<file path="config.mk">
export PLATFORM = sky130hd
export DESIGN_NAME = eos_coord
export DESIGN_NICKNAME = d
export VERILOG_FILES = /design/src/rtl/core/eos_pkg.sv /design/src/rtl/core/eos_coord.sv
export SDC_FILE = /design/constraint.sdc
export NUM_CORES = 2
export LEC_CHECK = 0
export BUFFER_PORTS_ARGS = -buffer_cell sky130_fd_sc_hd__buf_2
export CAP_MARGIN = 20
export CORE_MARGIN = 2
export CORE_UTILIZATION = 30
export CTS_CLUSTER_SIZE = 28
export DETAILED_ROUTE_END_ITERATION = 10
export GPL_ROUTABILITY_DRIVEN = 0
export PLACE_DENSITY = 0.49
export SYNTH_ARGS = -nofsm -noshare
export SYNTH_HDL_FRONTEND = slang
export SYNTH_SLANG_ARGS = --single-unit
</file>
<file path="constraint.sdc">
create_clock -name clock -period 23 [get_ports clock]
set_clock_uncertainty 0.15 [all_clocks]
set_input_delay 4.6 -clock clock [delete_from_list [all_inputs] [get_ports clock]]
set_output_delay 4.6 -clock clock [all_outputs]
set_load 0.005 [all_outputs]
</file>
<file path="src/rtl/core/eos_pkg.sv">
package eos_pkg;

   localparam int TABLE_RES_DEFAULT      = 64;
   localparam int MATERIAL_SLOTS_DEFAULT = 6;
   localparam int FRAC_BITS_DEFAULT      = 16;
   localparam int SLOT_DEPTH             = 4096;
   localparam int ADDR_BITS              = 12;
   localparam int WORD_BITS              = 32;

   typedef enum logic [1:0] {
      OP_WRITE_TABLE = 2'd0,
      OP_WRITE_RANGE = 2'd1,
      OP_SAMPLE      = 2'd2,
      OP_UNUSED      = 2'd3
   } op_type;

   typedef struct packed {
      logic signed [WORD_BITS-1:0] c0;
      logic signed [WORD_BITS-1:0] c1;
      logic signed [WORD_BITS-1:0] c2;
      logic signed [WORD_BITS-1:0] c3;
   } quad_type;

   // log2(1 + i/256) in Q0.16 by repeated squaring on a Q2.30 value
   function automatic logic [15:0] mant_log(input logic [7:0] idx);
      logic [63:0] y;
      logic [15:0] r;
      y = ({56'd0, idx} + 64'd256) << 22;
      r = '0;
      for (int b = 15; b >= 0; b--) begin
         y = (y * y) >> 30;
         if (y >= (64'd2 << 30)) begin
            r[b] = 1'b1;
            y = y >> 1;
         end
      end
      return r;
   endfunction

   typedef logic [15:0] rom_type [256];

   function automatic rom_type build_rom();
      rom_type t;
      for (int i = 0; i < 256; i++) begin
         t[i] = mant_log(8'(i));
      end
      return t;
   endfunction

   localparam rom_type MANT_LOG_ROM = build_rom();

endpackage

</file>
<file path="src/rtl/core/eos_coord.sv">
// log2 of a float and its scaled, clamped coordinate; three register stages
module eos_coord #(
   parameter int FRAC_BITS = eos_pkg::FRAC_BITS_DEFAULT
) (
   input  logic                clock,
   input  logic                enable,
   input  logic [31:0]         bits_in,
   input  logic signed [31:0]  lmin,
   input  logic signed [31:0]  inv,
   output logic [FRAC_BITS:0]  coord
);
   localparam int UP   = FRAC_BITS >= 16 ? FRAC_BITS - 16 : 0;
   localparam int DOWN = FRAC_BITS >= 16 ? 0 : 16 - FRAC_BITS;
   localparam logic signed [47:0] LOG_MAX = 48'sd8388607;
   localparam logic signed [47:0] LOG_MIN = -48'sd8257536;

   logic signed [47:0] l_in, l_ff;
   logic signed [31:0] inv_ff;
   logic signed [31:0] lmin_ff;
   logic               zero_in, zero_ff;
   logic [63:0]        prod_in, prod_ff;
   logic [FRAC_BITS:0] coord_in, coord_ff;
   logic signed [48:0] d;
   logic [48:0]        md;
   logic [31:0]        mi;
   logic [7:0]         e;
   logic signed [47:0] lraw;
   logic [63:0]        q;

   always_comb begin
      e = bits_in[30:23];
      if (e == 8'hff) begin
         lraw = LOG_MAX;
      end else if (bits_in[31] || e == 8'd0) begin
         lraw = LOG_MIN;
      end else begin
         lraw = ((48'(e) - 48'sd127) <<< 16)
            + 48'(eos_pkg::MANT_LOG_ROM[bits_in[22:15]]);
      end
      l_in = (lraw <<< UP) >>> DOWN;
   end

   always_comb begin
      d = 49'(l_ff) - 49'(lmin_ff);
      md = d[48] ? 49'(-d) : 49'(d);
      mi = inv_ff[31] ? 32'(-inv_ff) : 32'(inv_ff);
      zero_in = (d == 0) || (inv_ff == 0) || (d[48] != inv_ff[31]);
      prod_in = 64'(md) * 64'(mi);
   end

   always_comb begin
      q = prod_ff >> FRAC_BITS;
      if (zero_ff) begin
         coord_in = '0;
      end else if (q >= (64'd1 << FRAC_BITS)) begin
         coord_in = (FRAC_BITS+1)'(1) << FRAC_BITS;
      end else begin
         coord_in = q[FRAC_BITS:0];
      end
   end

   always_ff @(posedge clock) begin
      if (enable) begin
         l_ff     <= l_in;
         inv_ff   <= inv;
         lmin_ff  <= lmin;
         zero_ff  <= zero_in;
         prod_ff  <= prod_in;
         coord_ff <= coord_in;
      end
   end

   assign coord = coord_ff;
endmodule

</file>
## After elaboration in Yosys (flattened, before gate mapping)

Memories as Yosys holds them, arrays and structs flattened.
Cells that the tools add are included.

- Add/sub/neg operators: 5
- Multiply operators: 1
- Divide/modulo/power cells: 0
- Magnitude comparators: 2
- Equal/unequal tests: 2
- Shifts and indexed selects: 0
- Multiplexer cells: 6
- Bitwise gates (word level): 1
- Reductions and logical operators: 8

Operators by type and width:

| kind | number |
|---|---|
| multiplier 49 x 32 -> 64 bit | 1 |
| zero test 49 bit | 1 |
| 2-to-1 mux 49 bit | 1 |
| negator 49 bit | 1 |
| subtractor 48 x 32 -> 49 bit | 1 |
| greater-or-equal comparator 48 x 17 -> 1 bit, second input constant | 1 |
| 2-to-1 mux 48 bit | 1 |
| zero test 32 bit | 1 |
| 2-to-1 mux 16 bit | 2 |
| 2-to-1 mux 32 bit | 1 |
| negator 32 bit | 1 |
| adder 25 x 17 -> 26 bit | 1 |
| 2-to-1 mux 17 bit | 1 |
| greater-or-equal comparator 9 bit, second input constant | 1 |
| NOT 8 -> 9 bit | 1 |
| subtractor 8 x 7 -> 9 bit, second input constant | 1 |
| equality test 8 bit, second input constant | 1 |
| zero test 8 bit | 1 |
| OR reduction 2 bit | 2 |
| logical OR 1 bit | 3 |
| != test 1 bit | 1 |

- Register bits: 194
- Latch bits: 0
- RAM bits: 0
- ROM bits: 4096
- Memories: 1

Memories:

| memory | words | width | read ports | clocked after Yosys merged registers in | write ports | RTL line | source |
|---|---|---|---|---|---|---|---|
| (no name shown) | 256 | 16 | 1 | 0 | 0 | eos_coord.sv:38 | `+ 48'(eos_pkg::MANT_LOG_ROM[bits_in[22:15]]);` |

## Depth between registers and ports, before layout

- Depth after elaboration: 6
- Depth in mapped cells: 46
- Gate-level depth less buffers: 44

## Worst setup path after synthesis

No wires, ideal clock.

- Path kind: reg-to-reg
- Start point: register lmin_ff[0]
- End point: register prod_ff[63], data pin
- Setup time: 0.260 ns
- Arrival time: 10.974 ns
- Data required time: 22.590 ns
- Setup slack: 11.617 ns
- Stages on the path, launching flop included: 42
- Clock period less this slack: 11.383 ns
- Cell sequence: edfxtp_1 -> ha_1 -> fa_1 -> nand2b_1 -> a21oi_1 -> o21ai_1 -> a21oi_1 -> xor2_1 -> nor4_1 -> and3b_1 -> nand3_1 -> nor4_1 -> a21oi_1 -> xor2_1 -> clkbuf_1 -> nor2_1 -> fa_1 -> inv_1 -> (+6 left out) -> fa_1 -> fa_1 -> fa_1 -> inv_1 -> ha_1 -> clkbuf_1 -> nand4_1 -> or2_2 -> nand2b_1 -> o32ai_1 -> o2111ai_1 -> a31oi_1 -> a21oi_1 -> o41ai_1 -> a21oi_1 -> xnor2_1 -> xnor2_1 -> xnor2_1

- Longest elaborated chain between the ends: 4

Ends and longest elaborated chain:

| what | RTL line | source |
|---|---|---|
| from (decl) | eos_coord.sv:19 | `logic signed [31:0] lmin_ff;` |
| from (signal assigned) | eos_coord.sv:66 | `lmin_ff <= lmin;` |
| subtractor 48 x 32 -> 49 bit (*) | eos_coord.sv:44 | `d = 49'(l_ff) - 49'(lmin_ff);` |
| negator 49 bit | eos_coord.sv:45 | `md = d[48] ? 49'(-d) : 49'(d);` |
| 2-to-1 mux 49 bit (*) | eos_coord.sv:45 |  |
| multiplier 49 x 32 -> 64 bit (*) | eos_coord.sv:48 | `prod_in = 64'(md) * 64'(mi);` |
| net prod_in[63] | eos_coord.sv:21 | `logic [63:0] prod_in, prod_ff;` |
| to (signal assigned) | eos_coord.sv:68 | `prod_ff <= prod_in;` |
| to (decl) | eos_coord.sv:21 |  |

The timed path passes the listed nets; every way through them passes the cells marked *.
A chain may end at the register's enable or synchronous reset.

## Final worst setup path

Same ends and word-level chain as after synthesis.

==> impl_metrics.yaml <==
sta:
  slew_viol_final: 0
  setup_tns_ns: 0
  setup_violations: 0
  fin_crit_ns: 13.71
  setup_slack_ns: 9.29
  tightest_slew_ns: 1.19
  slew_headroom_pct: 20.0
  hold_viol_final: 0
  timing.fmax_mhz: 72.9
  period_share_pct: 59.6
  rsz0062_at_grt: "no"
synth:
  synth-seq-area-share_pct: 8.63
  yosys.area.top_type: "fa_1"
  ys.flop_type: "edfxtp_1"
  synth.distinct_cells: 84
  netlist_area_sq_um: 54000
  synthArstFlopShare_pct: 0
  synth_top_area_share_pct: 47.2
  synth_edf_count: 155
  syn_area_per_cell_sq_um: 8.79
  synthCells: 6142
  ys_top_cells_by_area: "fa_1 47%, inv_1 9.9%, edfxtp_1 8.6%"
  synth_seq_cells: 155
  yosysWarnings: 0
grt:
  grt_usage_pct: 20.8
  grt_pass1_wl_mm: 286
  grt-ovfl-total: 0
  antenna_found_initial: 10
  grt_pass1_vias: 45600
  grt_max_degree: 82
clocking:
  cts_num_sinks: 155
  cts_tree: "built"
  cts.reportedPaths.clkPinSlew_ns: 0.09
  cts_resized: 0
  cts_htree_levels: 4
  clk_latency_ns: 0.58
  cts_root_buffer: "clkbuf_16"
  cts_hold_buffers: 0
  post_cts_buffers: 0
  clk_path_buf_depth: 2
  cts_buffers: 17
drt:
  wl_per_cell_microns: 21.5
  vias: 42400
  drt_wl_total_mm: 185
  drcViolationCount: 0
  drtPass1Iterations: 6
  ant_nets: 0
  drt_iter0_markers: 3348
  routed_via_density: 4.92
floorplan:
  core_area_sq_um: 179000
  dieArea_sq_um: 183000
  start_util_pct: 30.2
  std_cell_rows: 155
  die_y_microns: 428
  io_pins: 115
  die_x_microns: 428
critical_path:
  crit_arrival_ns: 13.87
  cp-end-kind: "flip-flop"
  path_max_fanout: 14
  cp_common_cell: "fa_1"
  cpPeakStageDelay_ns: 0.75
  crit_required_ns: 23.16
  start_kind: "flip-flop"
  crit_type: "flip-flop to flip-flop"
  crit_slowest_cell: "o41ai_1"
cells_and_area:
  nets: 7860
  fin_area_sq_um: 59400
  final_common_cell: "inv_1"
  mostFrequentLayoutCells: "1426 x inv_1, 1273 x fa_1, 821 x nand2_1"
  syn_to_final_growth_pct: 10.1
  drive_above_1_share_pct: 6.02
  num-fill-cells: 18700
run_status:
  status: "completed"
placement:
  dp_slack_ns: 9.37
  portBuffers: 99
  dpl-instance-area_sq_um: 58700
  place_hpwl_mm: 144
worst_hold_path:
  hp-class: "flip-flop to flip-flop"
run:
  cap_violations: 0
==> path summary, 6_finish.rpt <==
kind	slack, ns	end	cells past startpoint	startpoint
max	9.29	prod_ff[63]	40	lmin_ff[0]
max reg2reg	9.29	prod_ff[63]	40	lmin_ff[0]
min	0.37	coord[0]	1	prod_ff[16]
min reg2reg	0.37	coord[0]	1	prod_ff[16]
==> synthesized netlist by cell type, drive strengths merged, types with 9 or more instances <==
cell type,count
a211o,9
a211oi,45
a21o,56
a21oi,208
a221oi,11
a311oi,12
a31oi,35
and2,58
and3,14
buf,31
clkbuf,280
edfxtp,155
fa,1273
ha,241
inv,1427
mux4,9
nand2,821
nand2b,32
nand3,36
nand4,27
nor2,631
nor2b,27
nor3,41
nor4,18
o211ai,22
o21a,20
o21ai,194
o21bai,15
o22ai,11
o311ai,21
o31ai,23
o41ai,10
or2,13
or3,11
xnor2,123
xor2,94
==> kinds of logic (layout without fill, tap and decap cells) <==
family / after synthesis / after routing / share of synthesized area (%)
AND/OR/NAND/NOR: 1753 / 1753 / 13.5
XOR/XNOR: 217 / 217 / 3.58
adder cells (fa/ha/maj): 1517 / 1517 / 52.9
AO/OA/AOI/OAI: 742 / 742 / 8.74
buffers and inverters: 1740 / 1684 / 12.1
multiplexers: 16 / 16 / 0.510
flip-flops: 155 / 155 / 8.63
other: 2 / 182 / 0.0139
==> flip-flops by register name (all words and copies together), names as in the netlist <==
| register | flops |
|---|---|
| prod_ff | 48 |
| inv_ff | 32 |
| lmin_ff | 32 |
| l_ff | 25 |
| coord | 17 |
| zero_ff | 1 |
==> worst max-delay path: cells and delay by family, from the launching register on <==
kind | cells | cell delay, ns
simple gates | 9 | 2.86
compound gates | 10 | 3.15
xor+xnor | 5 | 0.91
fa+ha+maj | 11 | 5.19
flops | 1 | 0.38
buf+inv | 5 | 0.78
==> stage by stage <==
step           utilization, %  cells  hold slack [ns]
6_report                 33.3   8621            0.369
5_1_grt                  33.3   8618            0.397
4_1_cts                  33.2   8611            0.372
3_5_place_dp             32.9   8580            0.354
3_3_place_gp             32.9   8580            0.350
2_1_floorplan               -   6316            0.347
==> metal layers <==
metal / part of all wire, % / vias up / wire (microns) / GRT usage (%)
met4: 4.6 / 2 / 8450 / 8.74
met1: 40 / 22000 / 73600 / 26.1
li1: - / 18500 / - / -
met5: 0.0086 / - / 16 / 0
met3: 6.4 / 332 / 11900 / 3.05
met2: 49 / 1520 / 91500 / 35.5
==> cell type report <==
| type | count | area [sq um] | area share (%) |
|---|---|---|---|
| clock inverter | 14 | 200 | 0.337 |
| inverter | 1429 | 5360 | 9.03 |
| clock buffer | 17 | 425 | 0.716 |
| multi-input combinational | 4421 | 44300 | 74.6 |
| sequential | 155 | 4650 | 7.84 |
| antenna | 6 | 15.0 | 0.0253 |
| tap | 2355 | 2950 | 4.96 |
| timing repair buffer | 224 | 1480 | 2.49 |
Power is not shown: default switching activity piles up to over one toggle a cycle in this logic, so the estimate is an artifact.
